--- src/rtl/lrrb_pkg.sv ---
// Shared types, constants and codes for the line-aware receive ring buffer.
// No dependencies; the top level refers to this package by scoped names.
package lrrb_pkg;

	// Default sizing, handed to the top-level parameters
	localparam int DEPTH_DEF    = 64;
	localparam int PORTS_DEF    = 2;
	localparam int MAX_LINE_DEF = 64;

	// Line counts run wider than the 6-bit result field; a terminator change can
	// leave more lines counted than bytes held
	localparam int LCNT_W = 16;

	// Configuration port
	localparam int PADDR_W = 4;
	localparam int PDATA_W = 32;
	localparam logic [1:0] REG_TERM = 2'd0;
	localparam logic [1:0] REG_LIM0 = 2'd1;
	localparam logic [1:0] REG_LIM1 = 2'd2;

	localparam logic [7:0] TERM_RST  = 8'd10;
	localparam logic [5:0] LIMIT_RST = 6'd48;

	// Operation codes (codes 5..7 are no-ops that still give one beat)
	localparam logic [2:0] OP_RX    = 3'd0;
	localparam logic [2:0] OP_READ  = 3'd1;
	localparam logic [2:0] OP_PEEK  = 3'd2;
	localparam logic [2:0] OP_LINE  = 3'd3;
	localparam logic [2:0] OP_FLUSH = 3'd4;

	// Input item
	typedef struct packed {
		logic [2:0] op;
		logic       port;
		logic [7:0] rx_data;
		logic [6:0] max_len;
	} item_t;

	// Result beat
	typedef struct packed {
		logic [7:0] data;
		logic       data_valid;
		logic [5:0] fill_count;
		logic [5:0] line_count;
		logic       notify;
		logic       dropped;
		logic       line_complete;
		logic       last;
	} result_t;

	// Sequencer states
	typedef enum logic [2:0] {
		ST_IDLE,
		ST_EXEC,
		ST_FETCH,
		ST_READ,
		ST_POP,
		ST_FILL,
		ST_EMIT
	} state_t;

endpackage

--- src/rtl/lrrb_ram.sv ---
// Generic single-write, single-read RAM with registered read data.
// No dependencies.
module lrrb_ram #(
	parameter int WIDTH = 8,
	parameter int DEPTH = 64
) (
	input  logic                     clk,
	input  logic                     we,
	input  logic [$clog2(DEPTH)-1:0] waddr,
	input  logic [WIDTH-1:0]         wdata,
	input  logic [$clog2(DEPTH)-1:0] raddr,
	output logic [WIDTH-1:0]         rdata
);

	logic [WIDTH-1:0] mem [DEPTH];

	// write port and registered read port
	always_ff @(posedge clk) begin
		if (we) begin
			mem[waddr] <= wdata;
		end
		rdata <= mem[raddr];
	end

endmodule

--- src/rtl/lrrb_cnt.sv ---
// Shared pointer/count update unit: one push or one pop of a ring per use.
// No package dependencies; sized by the ring depth and the line count width.
module lrrb_cnt #(
	parameter int DEPTH = 64,
	parameter int LW    = 16
) (
	input  logic                     push,
	input  logic [$clog2(DEPTH)-1:0] held_in,
	input  logic [LW-1:0]            lines_in,
	input  logic [$clog2(DEPTH)-1:0] ptr_in,
	input  logic [7:0]               byte_in,
	input  logic [7:0]               term,
	output logic [$clog2(DEPTH)-1:0] held_out,
	output logic [LW-1:0]            lines_out,
	output logic [$clog2(DEPTH)-1:0] ptr_out,
	output logic                     is_term
);

	localparam int HW = $clog2(DEPTH);
	localparam logic [HW-1:0] PTR_LAST = HW'(DEPTH - 1);

	assign is_term = (byte_in == term);

	// pointer advance with wrap at the ring depth
	assign ptr_out = (ptr_in == PTR_LAST) ? '0 : ptr_in + HW'(1);

	// held count: one adder, +1 on push, -1 on pop
	assign held_out = push ? held_in + HW'(1) : held_in - HW'(1);

	// line count: count terminators in, saturate going out, clear on empty
	always_comb begin
		lines_out = lines_in;
		if (push) begin
			if (is_term) begin
				lines_out = lines_in + LW'(1);
			end
		end else begin
			if (is_term && lines_in != '0) begin
				lines_out = lines_in - LW'(1);
			end
			if (held_out == '0) begin
				lines_out = '0;
			end
		end
	end

endmodule

--- src/rtl/line_aware_rx_ring_buffer.sv ---
// Top level: per-port line-aware receive rings, sequencer, APB register file.
// Depends on lrrb_pkg, lrrb_ram (ring store and line buffer), lrrb_cnt (update unit).
//
// One item at a time: an item is taken when start is high and busy is low, and
// busy stays high until its last result beat has been issued. Result beats come
// one per cycle on result, marked by result_valid, and cannot be held off.
// Steps per item, set by the sequencer and the registered ring read port:
// rx_byte, flush and unknown ops execute and answer; read and peek fetch, then
// read; read_line with no complete line answers at the fetch; otherwise it pops
// its bytes through the shared update unit into a line buffer, then emits them,
// since every beat reports the counts as they stand after the whole line is out.
module line_aware_rx_ring_buffer #(
	parameter int DEPTH    = lrrb_pkg::DEPTH_DEF,
	parameter int PORTS    = lrrb_pkg::PORTS_DEF,
	parameter int MAX_LINE = lrrb_pkg::MAX_LINE_DEF
) (
	input  logic                          clk,
	input  logic                          arst_n,
	// item channel
	input  logic                          start,
	output logic                          busy,
	input  lrrb_pkg::item_t               item,
	// result channel
	output logic                          result_valid,
	output lrrb_pkg::result_t             result,
	// configuration
	input  logic                          psel,
	input  logic                          penable,
	input  logic                          pwrite,
	input  logic [lrrb_pkg::PADDR_W-1:0]  paddr,
	input  logic [lrrb_pkg::PDATA_W-1:0]  pwdata,
	output logic [lrrb_pkg::PDATA_W-1:0]  prdata,
	output logic                          pready
);

	localparam int HW  = $clog2(DEPTH);
	localparam int CW  = HW + 6;
	localparam int LW  = lrrb_pkg::LCNT_W;
	localparam int PW  = (PORTS > 1) ? $clog2(PORTS) : 1;
	localparam int RD  = PORTS * DEPTH;
	localparam int RAW = $clog2(RD);
	localparam int LBW = $clog2(MAX_LINE);
	localparam logic [HW-1:0] HELD_FULL = HW'(DEPTH - 1);
	localparam logic [6:0]    ML_MAX    = 7'(MAX_LINE);
	localparam logic [6:0]    ML_MIN    = 7'd2;

	// ------------------------------------------------------------------
	// helpers
	function automatic logic [5:0] cnt6(input logic [HW-1:0] v);
		logic [HW+5:0] w;
		w = {6'b0, v};
		return w[5:0];
	endfunction

	function automatic logic [RAW-1:0] ring_addr(input logic [PW-1:0] p,
		input logic [HW-1:0] ptr);
		return RAW'(int'(p) * DEPTH + int'(ptr));
	endfunction

	// ------------------------------------------------------------------
	// configuration registers
	logic [7:0] term_q;
	logic [5:0] lim0_q;
	logic [5:0] lim1_q;
	logic       cfg_wr;

	assign pready = 1'b1;
	assign cfg_wr = psel && penable && pwrite;

	always_ff @(posedge clk or negedge arst_n) begin
		if (!arst_n) begin
			term_q <= lrrb_pkg::TERM_RST;
			lim0_q <= lrrb_pkg::LIMIT_RST;
			lim1_q <= lrrb_pkg::LIMIT_RST;
		end else if (cfg_wr) begin
			unique case (paddr[3:2])
				lrrb_pkg::REG_TERM: term_q <= pwdata[7:0];
				lrrb_pkg::REG_LIM0: lim0_q <= pwdata[5:0];
				lrrb_pkg::REG_LIM1: lim1_q <= pwdata[5:0];
				default: ;
			endcase
		end
	end

	always_comb begin
		unique case (paddr[3:2])
			lrrb_pkg::REG_TERM: prdata = {24'b0, term_q};
			lrrb_pkg::REG_LIM0: prdata = {26'b0, lim0_q};
			lrrb_pkg::REG_LIM1: prdata = {26'b0, lim1_q};
			default:            prdata = '0;
		endcase
	end

	// ------------------------------------------------------------------
	// sequencer and item registers
	lrrb_pkg::state_t state_q, state_d;
	logic [2:0]       op_q;
	logic [PW-1:0]    port_q;
	logic [7:0]       rx_q;
	logic [LBW-1:0]   cap_q;
	logic [LBW-1:0]   n_q;
	logic [LBW-1:0]   idx_q;
	logic             complete_q;
	logic             accept;
	logic [PW-1:0]    port_sel;
	logic [6:0]       ml_clamp;

	assign busy     = (state_q != lrrb_pkg::ST_IDLE);
	assign accept   = start && !busy;
	assign port_sel = (PORTS > 1) ? PW'(item.port) : '0;
	assign ml_clamp = (item.max_len > ML_MAX) ? ML_MAX :
		(item.max_len < ML_MIN) ? ML_MIN : item.max_len;

	// per-port ring state
	logic [HW-1:0] wp_q    [PORTS];
	logic [HW-1:0] rp_q    [PORTS];
	logic [HW-1:0] held_q  [PORTS];
	logic [LW-1:0] lines_q [PORTS];
	logic [HW-1:0] held_cur;
	logic [LW-1:0] lines_cur;

	assign held_cur  = held_q[port_q];
	assign lines_cur = lines_q[port_q];

	// ------------------------------------------------------------------
	// storage and shared update unit
	logic           ring_we;
	logic [RAW-1:0] ring_raddr;
	logic [7:0]     ring_rdata;
	logic           lb_we;
	logic [LBW-1:0] lb_raddr;
	logic [7:0]     lb_rdata;

	logic           cu_push;
	logic [HW-1:0]  cu_held;
	logic [LW-1:0]  cu_lines;
	logic [HW-1:0]  cu_ptr;
	logic           cu_term;

	lrrb_ram #(.WIDTH(8), .DEPTH(RD)) u_ring (
		.clk   (clk),
		.we    (ring_we),
		.waddr (ring_addr(port_q, wp_q[port_q])),
		.wdata (rx_q),
		.raddr (ring_raddr),
		.rdata (ring_rdata)
	);

	lrrb_ram #(.WIDTH(8), .DEPTH(MAX_LINE)) u_line (
		.clk   (clk),
		.we    (lb_we),
		.waddr (n_q),
		.wdata (ring_rdata),
		.raddr (lb_raddr),
		.rdata (lb_rdata)
	);

	lrrb_cnt #(.DEPTH(DEPTH), .LW(LW)) u_cnt (
		.push      (cu_push),
		.held_in   (held_cur),
		.lines_in  (lines_cur),
		.ptr_in    (cu_push ? wp_q[port_q] : rp_q[port_q]),
		.byte_in   (cu_push ? rx_q : ring_rdata),
		.term      (term_q),
		.held_out  (cu_held),
		.lines_out (cu_lines),
		.ptr_out   (cu_ptr),
		.is_term   (cu_term)
	);

	// ------------------------------------------------------------------
	// decisions shared by next-state and output logic
	logic rx_full;
	logic no_line;
	logic pop_stop;
	logic emit_last;
	logic [5:0] lim_sel;

	assign rx_full   = (held_cur == HELD_FULL);
	assign no_line   = (lines_cur == '0) || (held_cur == '0);
	assign pop_stop  = cu_term || (cu_held == '0) ||
		({1'b0, n_q} + (LBW + 1)'(1) == {1'b0, cap_q});
	assign emit_last = (idx_q + LBW'(1) == n_q);
	assign lim_sel   = (port_q == '0) ? lim0_q : lim1_q;

	// next state
	always_comb begin
		state_d = state_q;
		unique case (state_q)
			lrrb_pkg::ST_IDLE: begin
				if (accept) begin
					if (item.op == lrrb_pkg::OP_READ || item.op == lrrb_pkg::OP_PEEK ||
						item.op == lrrb_pkg::OP_LINE) begin
						state_d = lrrb_pkg::ST_FETCH;
					end else begin
						state_d = lrrb_pkg::ST_EXEC;
					end
				end
			end
			lrrb_pkg::ST_EXEC:  state_d = lrrb_pkg::ST_IDLE;
			lrrb_pkg::ST_FETCH: begin
				if (op_q != lrrb_pkg::OP_LINE) begin
					state_d = lrrb_pkg::ST_READ;
				end else if (no_line) begin
					state_d = lrrb_pkg::ST_IDLE;
				end else begin
					state_d = lrrb_pkg::ST_POP;
				end
			end
			lrrb_pkg::ST_READ:  state_d = lrrb_pkg::ST_IDLE;
			lrrb_pkg::ST_POP:   state_d = pop_stop ? lrrb_pkg::ST_FILL : lrrb_pkg::ST_POP;
			lrrb_pkg::ST_FILL:  state_d = lrrb_pkg::ST_EMIT;
			lrrb_pkg::ST_EMIT:  state_d = emit_last ? lrrb_pkg::ST_IDLE : lrrb_pkg::ST_EMIT;
			default:            state_d = lrrb_pkg::ST_IDLE;
		endcase
	end

	// actions and result beat
	logic              push_en;
	logic              pop_en;
	logic              flush_en;
	logic              emit;
	lrrb_pkg::result_t res_d;

	always_comb begin
		push_en    = 1'b0;
		pop_en     = 1'b0;
		flush_en   = 1'b0;
		emit       = 1'b0;
		cu_push    = 1'b0;
		lb_we      = 1'b0;
		ring_raddr = ring_addr(port_q, rp_q[port_q]);
		lb_raddr   = '0;
		res_d      = '0;
		res_d.fill_count = cnt6(held_cur);
		res_d.line_count = lines_cur[5:0];
		res_d.last       = 1'b1;
		unique case (state_q)
			lrrb_pkg::ST_EXEC: begin
				emit = 1'b1;
				if (op_q == lrrb_pkg::OP_RX) begin
					cu_push = 1'b1;
					if (rx_full) begin
						res_d.dropped = 1'b1;
						res_d.notify  = 1'b1;
					end else begin
						push_en = 1'b1;
						res_d.fill_count = cnt6(cu_held);
						res_d.line_count = cu_lines[5:0];
						res_d.notify = cu_term || (CW'(cu_held) > CW'(lim_sel));
					end
				end else if (op_q == lrrb_pkg::OP_FLUSH) begin
					flush_en = 1'b1;
					res_d.fill_count = '0;
					res_d.line_count = '0;
				end
			end
			lrrb_pkg::ST_FETCH: begin
				// read_line with nothing complete answers at once
				emit = (op_q == lrrb_pkg::OP_LINE) && no_line;
			end
			lrrb_pkg::ST_READ: begin
				emit = 1'b1;
				if (held_cur != '0) begin
					res_d.data       = ring_rdata;
					res_d.data_valid = 1'b1;
					if (op_q == lrrb_pkg::OP_READ) begin
						pop_en = 1'b1;
						res_d.fill_count = cnt6(cu_held);
						res_d.line_count = cu_lines[5:0];
					end
				end
			end
			lrrb_pkg::ST_POP: begin
				// pop one byte a cycle; fetch the next one at the advanced pointer
				pop_en     = 1'b1;
				lb_we      = 1'b1;
				ring_raddr = ring_addr(port_q, cu_ptr);
			end
			lrrb_pkg::ST_FILL: begin
				lb_raddr = '0;
			end
			lrrb_pkg::ST_EMIT: begin
				emit     = 1'b1;
				lb_raddr = idx_q + LBW'(1);
				res_d.data          = lb_rdata;
				res_d.data_valid    = 1'b1;
				res_d.last          = emit_last;
				res_d.line_complete = emit_last && complete_q;
			end
			default: ;
		endcase
	end

	assign ring_we = push_en;

	// sequencer registers
	always_ff @(posedge clk or negedge arst_n) begin
		if (!arst_n) begin
			state_q    <= lrrb_pkg::ST_IDLE;
			op_q       <= lrrb_pkg::OP_RX;
			port_q     <= '0;
			rx_q       <= '0;
			cap_q      <= '0;
			n_q        <= '0;
			idx_q      <= '0;
			complete_q <= 1'b0;
		end else begin
			state_q <= state_d;
			if (accept) begin
				op_q       <= item.op;
				port_q     <= port_sel;
				rx_q       <= item.rx_data;
				cap_q      <= LBW'(ml_clamp - 7'd1);
				n_q        <= '0;
				idx_q      <= '0;
				complete_q <= 1'b0;
			end
			if (state_q == lrrb_pkg::ST_POP) begin
				n_q <= n_q + LBW'(1);
				if (pop_stop) begin
					complete_q <= cu_term;
				end
			end
			if (state_q == lrrb_pkg::ST_EMIT) begin
				idx_q <= idx_q + LBW'(1);
			end
		end
	end

	// per-port pointers and counts
	always_ff @(posedge clk or negedge arst_n) begin
		if (!arst_n) begin
			for (int i = 0; i < PORTS; i++) begin
				wp_q[i]    <= '0;
				rp_q[i]    <= '0;
				held_q[i]  <= '0;
				lines_q[i] <= '0;
			end
		end else if (push_en) begin
			wp_q[port_q]    <= cu_ptr;
			held_q[port_q]  <= cu_held;
			lines_q[port_q] <= cu_lines;
		end else if (pop_en) begin
			rp_q[port_q]    <= cu_ptr;
			held_q[port_q]  <= cu_held;
			lines_q[port_q] <= cu_lines;
		end else if (flush_en) begin
			wp_q[port_q]    <= rp_q[port_q];
			held_q[port_q]  <= '0;
			lines_q[port_q] <= '0;
		end
	end

	// result register
	lrrb_pkg::result_t res_q;
	logic              strobe_q;

	always_ff @(posedge clk or negedge arst_n) begin
		if (!arst_n) begin
			strobe_q <= 1'b0;
		end else begin
			strobe_q <= emit;
		end
	end

	always_ff @(posedge clk) begin
		if (emit) begin
			res_q <= res_d;
		end
	end

	assign result_valid = strobe_q;
	assign result       = res_q;

	// ------------------------------------------------------------------
	// assertions

	// an accepted item always occupies the sequencer
	a_accept_busy: assert property (@(posedge clk) disable iff (!arst_n)
		accept |=> busy)
		else $error("accepted item did not raise busy");

	// beats of one item come back to back
	a_burst: assert property (@(posedge clk) disable iff (!arst_n)
		result_valid && !result.last |=> result_valid)
		else $error("result burst broken before last beat");

	// a ring never holds more than DEPTH-1 bytes
	a_held_max: assert property (@(posedge clk) disable iff (!arst_n)
		held_cur <= HELD_FULL)
		else $error("ring fill count beyond capacity");

	// a beat is issued only while an item is in flight
	a_emit_busy: assert property (@(posedge clk) disable iff (!arst_n)
		emit |-> busy)
		else $error("result issued while idle");

endmodule
--- config.mk ---
export PLATFORM = sky130hd
export DESIGN_NAME = line_aware_rx_ring_buffer
export DESIGN_NICKNAME = d
export VERILOG_FILES = /design/src/rtl/lrrb_pkg.sv /design/src/rtl/lrrb_ram.sv /design/src/rtl/lrrb_cnt.sv /design/src/rtl/line_aware_rx_ring_buffer.sv
export SDC_FILE = /design/constraint.sdc
export NUM_CORES = 2
export LEC_CHECK = 0
export BUFFER_PORTS_ARGS = -buffer_cell sky130_fd_sc_hd__buf_2
export CAP_MARGIN = 20
export CORE_MARGIN = 2
export CORE_UTILIZATION = 65
export CTS_CLUSTER_SIZE = 16
export DETAILED_ROUTE_END_ITERATION = 8
export GPL_TIMING_DRIVEN = 0
export PLACE_DENSITY = 0.84
export SLEW_MARGIN = 40
export SYNTH_ARGS = -nofsm -noshare
export SYNTH_HDL_FRONTEND = slang
export SYNTH_SLANG_ARGS = --single-unit
--- constraint.sdc ---
create_clock -name clk -period 7.9 [get_ports clk]
set_input_delay 1.58 -clock clk [delete_from_list [all_inputs] [get_ports clk]]
set_output_delay 1.58 -clock clk [all_outputs]
set_load 0.01 [all_outputs]
==> Yosys cells after proc, flatten, opt, wreduce, memory -nomap -nowiden <==
Memory sizes are Yosys's and may differ from the RTL's. A register that Yosys moved wholly into a read port is not among the register bits.
Index checks and enable logic that the tools add are counted.
{ "totals": {"ff_bits": 148, "mem_bits_rw": 1536, "memories": 2} }
{ "mem_list": {"columns": ["name", "depth", "word_bits", "rd", "rd_ports_with_merged_regs", "wr", "line", "rtl"], "rows": [
  ["u_ring.mem", 128, 8, 1, 1, 1, "lrrb_ram.sv:15", "logic [WIDTH-1:0] mem [DEPTH];"],
  ["u_line.mem", 64, 8, 1, 1, 1, "lrrb_ram.sv:15", null]
]} }
{ "classes": {"add_sub_neg": 12, "order_cmp": 5, "eq_ne": 22, "muxes": 83, "bitwise_logic": 6, "reduce_logical": 34} }
{ "ops": {"columns": ["cell", "n"], "rows": [
  ["16-bit 2-to-1 mux", 8],
  ["12-bit 2-to-1 mux", 10],
  ["6-bit 2-to-1 mux", 20],
  ["32-bit 2-to-1 mux", 3],
  ["12-bit bitwise mux", 4],
  ["32-bit bitwise AND", 1],
  ["32-bit bitwise mux", 1],
  ["32-bit inverter", 1],
  ["6-bit by 1-bit adder with 6-bit output, second input constant", 4],
  ["12-bit case mux with 2 select lines", 1],
  ["8-bit case mux with 3 select lines", 1],
  ["7-bit by 6-bit adder with 7-bit output", 3],
  ["1-bit 2-to-1 mux", 21],
  ["21-bit 2-to-1 mux", 1],
  ["9-bit case mux with 2 select lines", 1],
  ["16-bit by 1-bit adder with 16-bit output, second input constant", 1],
  ["16-bit demux with 1-bit select", 1],
  ["16-bit zero test", 1],
  ["16-bit nonzero test", 1],
  ["16-bit by 1-bit subtractor with 16-bit output, second input constant", 1],
  ["3-bit by 2-bit equality test with 1-bit output, second input constant", 5],
  ["3-bit case mux with 5 select lines", 1],
  ["12-bit bitwise AND", 1],
  ["3-bit equality test, second input constant", 4],
  ["other kinds (36)", 66]
]} }

==> Longest topological paths before layout <==
{ "logic_depth": {"depth_word": 12, "mapped_depth": 22, "mapped_depth_nobuf": 15} }

==> Hierarchy <==
From an unflattened synthesis, not the netlist that was laid out.
{ "hier_totals": {"cells_unflattened": 3505, "hier_area_um2": 69070.0} }
{ "modules_own_cells": {"columns": ["mod", "n_inst", "cells_each", "area_each_um2"], "rows": [
  ["lrrb_ram (u_ring)", 1, 1635, 39665.5],
  ["lrrb_ram (u_line)", 1, 940, 20166.8],
  ["line_aware_rx_ring_buffer", 1, 730, 7883.8],
  ["lrrb_cnt", 1, 200, 1353.8]
]} }

==> Least setup slack after synthesis <==
No wires, ideal clock.
{ "synth_path": {"path_kind": "register to register", "startpoint": "reg port_q", "endpoint": "reg res_q (netlist bit result[0]) (enable)", "setup_ps": 444, "t_arrival_ps": 4466, "t_required_ps": 7456, "path_slack_ps": 2991, "path_stages_with_launch": 15, "period_less_slack_ps": 4909, "cell_sequence": "dfrtp_1 -> buf_4 -> buf_6 -> buf_6 -> buf_4 -> buf_4 -> mux2i_1 -> ha_1 -> nand2_1 -> nor2_1 -> nand4_2 -> buf_2 -> nand2_1 -> a21oi_1 -> o21ai_0"} }
{ "synth_via": {"elab_chain_len": 8} }
{ "synth_lines": {"columns": ["element", "line", "rtl"], "rows": [
  ["from (decl)", "line_aware_rx_ring_buffer.sv:98", "logic [PW-1:0] port_q;"],
  ["from (signal assigned)", "line_aware_rx_ring_buffer.sv:312", "port_q <= port_sel;"],
  ["1-bit inverter with 2-bit output (implied by the code) (*)", "line_aware_rx_ring_buffer.sv:122, line_aware_rx_ring_buffer.sv:123", null],
  ["16-bit 2-to-1 mux (implied by the code) / 6-bit 2-to-1 mux (equally long branches) (3 in a row)", "line_aware_rx_ring_buffer.sv:123, line_aware_rx_ring_buffer.sv:122", null],
  ["16-bit zero test / 6-bit zero test (equally long branches)", "line_aware_rx_ring_buffer.sv:180", "assign no_line = (lines_cur == '0) || (held_cur == '0);"],
  ["1-bit logical OR (*)", "line_aware_rx_ring_buffer.sv:180", null],
  ["1-bit logical AND (*)", "line_aware_rx_ring_buffer.sv:260", "emit = (op_q == lrrb_pkg::OP_LINE) && no_line;"],
  ["1-bit case mux with 2 select lines (*)", "line_aware_rx_ring_buffer.sv:238", "unique case (state_q)"],
  ["named net emit", "line_aware_rx_ring_buffer.sv:222", "logic emit;"],
  ["to (signal assigned)", "line_aware_rx_ring_buffer.sv:369", "res_q <= res_d;"],
  ["to (decl)", "line_aware_rx_ring_buffer.sv:356", "lrrb_pkg::result_t res_q;"]
]} }
Mark *: on every way through the listed nets, which the timed path passes. The rest lies on a longest branch. The select of a mux whose other input is x is not followed.
A chain may end at the register's enable or synchronous reset.

==> Worst setup path in the final report <==
{ "layout_path": {"startpoint": "reg port_q", "endpoint": "reg u_ring.rdata[3] (read register of u_ring.mem)"} }
{ "layout_via": {"elab_chain_len": 9} }
{ "layout_lines": {"columns": ["element", "line", "rtl"], "rows": [
  ["1-bit inverter with 2-bit output (implied by the code)", "line_aware_rx_ring_buffer.sv:162, line_aware_rx_ring_buffer.sv:232", null],
  ["6-bit 2-to-1 mux (on tied branches) (3 in a row)", "line_aware_rx_ring_buffer.sv:162, line_aware_rx_ring_buffer.sv:232", null],
  ["6-bit 2-to-1 mux", "line_aware_rx_ring_buffer.sv:162", ".ptr_in (cu_push ? wp_q[port_q] : rp_q[port_q]),"],
  ["6-bit by 1-bit adder with 6-bit output / 6-bit equality test (equally long branches)", "lrrb_cnt.sv:25", "assign ptr_out = (ptr_in == PTR_LAST) ? '0 : ptr_in + HW'(1);"],
  ["6-bit 2-to-1 mux", "lrrb_cnt.sv:25", null],
  ["7-bit by 6-bit adder with 7-bit output", "line_aware_rx_ring_buffer.sv:57", "return RAW'(int'(p) * DEPTH + int'(ptr));"],
  ["7-bit 2-to-1 mux (*)", "line_aware_rx_ring_buffer.sv:238", null],
  ["to (decl)", "lrrb_ram.sv:12", "output logic [WIDTH-1:0] rdata"]
]} }
Mark *: on every way between the ends. The rest lies on a longest branch, timed or not. The select of a mux whose other input is x is not followed.

==> qor.csv <==
stage,metric,value,unit
synthesis,synthTopCellsByCount,"1561 x edfxtp_1, 869 x nand2_1, 341 x a21oi_1",
global_route,grt_overflow,0,
clock_network,cts_buffers,161,
global_route,antenna_found_initial,4,
placed_design,io_buffer_count,69,
power,cellPowerDensity,438.7,nW/um^2
global_route,grt_pass1_wl,312000,um
placed_design,dp.cells,6724,
global_route,grt_pass1_vias,47238,
synthesis,synth_edf_count,1561,
status,status,"finished, final reports clean",
power,fin_total_pwr,34.65,mW
hold_path,holdCritStartpoint,lines_q[14],
sta,final.period_utilization,0.9902,
routing,top_layer_used,met5,
clock_network,cts.reportedPaths.clkPinSlew,0.06,ns
layout,final_cells,7020,
clock_network,cts_buffer_depth,3,
setup_path,worstPathArrival,8.46,ns
placed_design,place_congestion,1.039,
clock_network,root_buffer,clkbuf_16,
synthesis,synth-seq-area-share,0.7118,
routing,m1WireLength,72260,um
layout,area_growth,11.82,%
setup_path,rr_startpoint,port_q,
sta,maxSlewHeadroom,0.2990,
placed_design,post_dp_cell_area,73680,sq um
synthesis,synth_mux_area_frac,0.06090,
floorplanning,dieArea,111300,sq um
sta,rsz0062_at_grt,no,
sta,setup_ws,0.07731,ns
sta,fin_setup_tns,0,ns
hold_path,hold_path.class,reg -> reg,
placed_design,dpl.hpwl,146400,um
floorplanning,io_pins,121,
setup_path,startpoint_type,flop,
global_route,grt_max_degree,69,
synthesis,synth_adder_area_share,0.003436,
floorplanning,coreArea,107400,sq um
synthesis,ys_seq_elements,1700,
routing,drc,0,
sta,finClkSkew,0.05711,ns
sta,max_freq,127.8,MHz
run,cap_violations,0,
clock_network,cts_tree,done,
synthesis,synth_most_common_cell,edfxtp_1,
sta,finalSetupViolations,0,
setup_path,crit_fanout,10,
setup_path,critPathLaunch,port_q,
routing,wl_per_cell,31.47,um
routing,wl_met3,37780,um
setup_path,worstPathRequired,8.54,ns
power,p_leak,27.14,nW
layout,final_area,78980,sq um
routing,drtIter0Drc,9344,
global_route,grt_use_total,0.3911,
synthesis,avgSynthCellArea,13.60,sq um
synthesis,yosys_warnings,0,
synthesis,syn-cell-area,70630,sq um
floorplanning,chipWidth,333.6,um
sta,tightest_slew,1.042,ns
sta,final_max_slew_viol_count,0,
synthesis,syn_inst,5195,
layout,layout-drive-gt1-share,0.1254,
layout,final_core_util,0.7357,
clock_network,cts_resized,0,
synthesis,ys_types,100,
synthesis,synth_top_area_share,0.6636,
clock_network,post-cts-setup-buffers,0,
synthesis,synth_top_family_by_area,simple AND/OR/NAND/NOR gates,
synthesis,netlist_top_cells_area,"edfxtp_1 66%, nand2_1 4.6%, mux2i_1 4.5%, dfrtp_1 4.1%, a21oi_1 2.4%",
floorplanning,die_y,333.6,um
sta,hold_viol_final,0,
synthesis,synthArstFlopShare,0.07235,
routing,wl_met2,96060,um
routing,firstDrtPassIters,9,
floorplanning,start_util,0.6580,
power,peakVddDrop,320.6,uV
setup_path,endpoint_kind,flop,
routing,wl,220900,um
clock_network,insertion_delay,0.81,ns
layout,final_nets,5564,
sta,holdWs,0.4807,ns
floorplanning,rows,120,
clock_network,cts.sinks,1700,
clock_network,htreeDepth,4,
routing,drtAntennaViolNets,0,
routing,num_vias,49966,
synthesis,synth_xor_area_frac,0.006962,
sta,finalCriticalPeriod,7.823,ns
synthesis,synth_compound_area_frac,0.09052,
routing,viasPerCell,7.118,
placed_design,post-place-ws,0.4915,ns
clock_network,cts_hold_buffers,0,
setup_path,worstSetupPathType,reg -> reg,
synthesis,synth_top_area_cell,edfxtp_1,
synthesis,synth-simple-area-share,0.1015,
synthesis,synth_flop_cell,edfxtp_1,
==> report_power, final <==
| group | total [mW] | switching, mW | internal (mW) |
|---|---|---|---|
| combinational | 15.0 | 10.9 | 4.11 |
| sequential | 12.0 | 0.676 | 11.4 |
| clock | 7.60 | 3.40 | 4.20 |
==> critical path: stages (launching register included) <==
cell and delay [ns]:
dfrtp_1 0.33, buf_4 0.18, buf_6 0.19, buf_6 0.19, buf_4 0.26, buf_4 0.27
buf_1 0.62, buf_1 0.71, mux4_2 0.60, ha_1 0.30, and4bb_2 0.32, xnor2_2 0.25
nand2_1 0.34, clkbuf_1 0.54, clkbuf_1 0.72, a21oi_1 0.16, nor4_1 0.79, a21oi_1 0.24
o22ai_1 0.52, a211oi_1 0.10
==> layout make-up <==
class / count / area, sq um
clock buffer: 208 / 4350
buffer: 359 / 1719
sequential: 1700 / 50340
fill: 6285 / 28370
inverter: 20 / 75.07
multi-input combinational: 3139 / 18960
timing repair buffer: 104 / 1027
tap: 1403 / 1755
clock inverter: 85 / 743.2
antenna: 2 / 5.005
==> placed cells by master (no fill, tap or decap), drive strengths merged, types with 13 or more instances in the layout <==
| cell type | instances |
|---|---|
| o22ai | 150 |
| xnor2 | 26 |
| dfxtp | 16 |
| a21oi | 341 |
| nor4 | 119 |
| clkbuf | 416 |
| nand4 | 13 |
| o221ai | 34 |
| conb | 25 |
| a31oi | 42 |
| nor2 | 276 |
| nand3 | 124 |
| a22o | 25 |
| and3 | 44 |
| clkinv | 63 |
| mux2 | 77 |
| o31ai | 13 |
| buf | 255 |
| dfrtp | 117 |
| nor2b | 28 |
| nand2 | 870 |
| ha | 17 |
| mux2i | 324 |
| and2 | 25 |
| edfxtp | 1561 |
| nor3 | 50 |
| inv | 28 |
| xor2 | 28 |
| a211oi | 67 |
| a22oi | 23 |
| a311oi | 41 |
| o21ai | 164 |
==> final timing paths <==
check	to	cells after the start	slack (ns)
worst max-delay path	u_ring.rdata[3]	19	0.08
worst min-delay path	lines_q[14]	2	0.48
worst max register to register	u_ring.rdata[3]	19	0.08
worst min register to register	lines_q[14]	2	0.48
max in group asynchronous	rx_q[5]	2	6.46
min in group asynchronous	lines_q[3]	1	0.74
==> cell families after synthesis <==
logic type               Yosys count
AO/OA/AOI/OAI                   1013
XOR/XNOR                          54
adder cells (fa/ha/maj)           19
buffers and inverters            379
flip-flops                      1700
multiplexers                     409
other                              2
AND/OR/NAND/NOR                 1619
==> per-layer routing <==
metal,GRT usage,up-vias
met2,0.5805,4980
met5,0.003474,-
met3,0.1440,1041
li1,-,20263
met1,0.5061,23674
met4,0.2093,8
==> flip-flops by register name, summed over array words and instances, names as in the netlist, 3 cells and up <==
register	count
lim1_q	6
result	25
rp_q	12
op_q	3
u_line.mem	512
lim0_q	6
u_ring.rdata	8
n_q	6
cap_q	6
u_ring.mem	1024
idx_q	6
lines_q	32
state_q	3
term_q	8
wp_q	12
held_q	12
u_line.rdata	8
rx_q	8
Power figures use the tool's default switching activity.
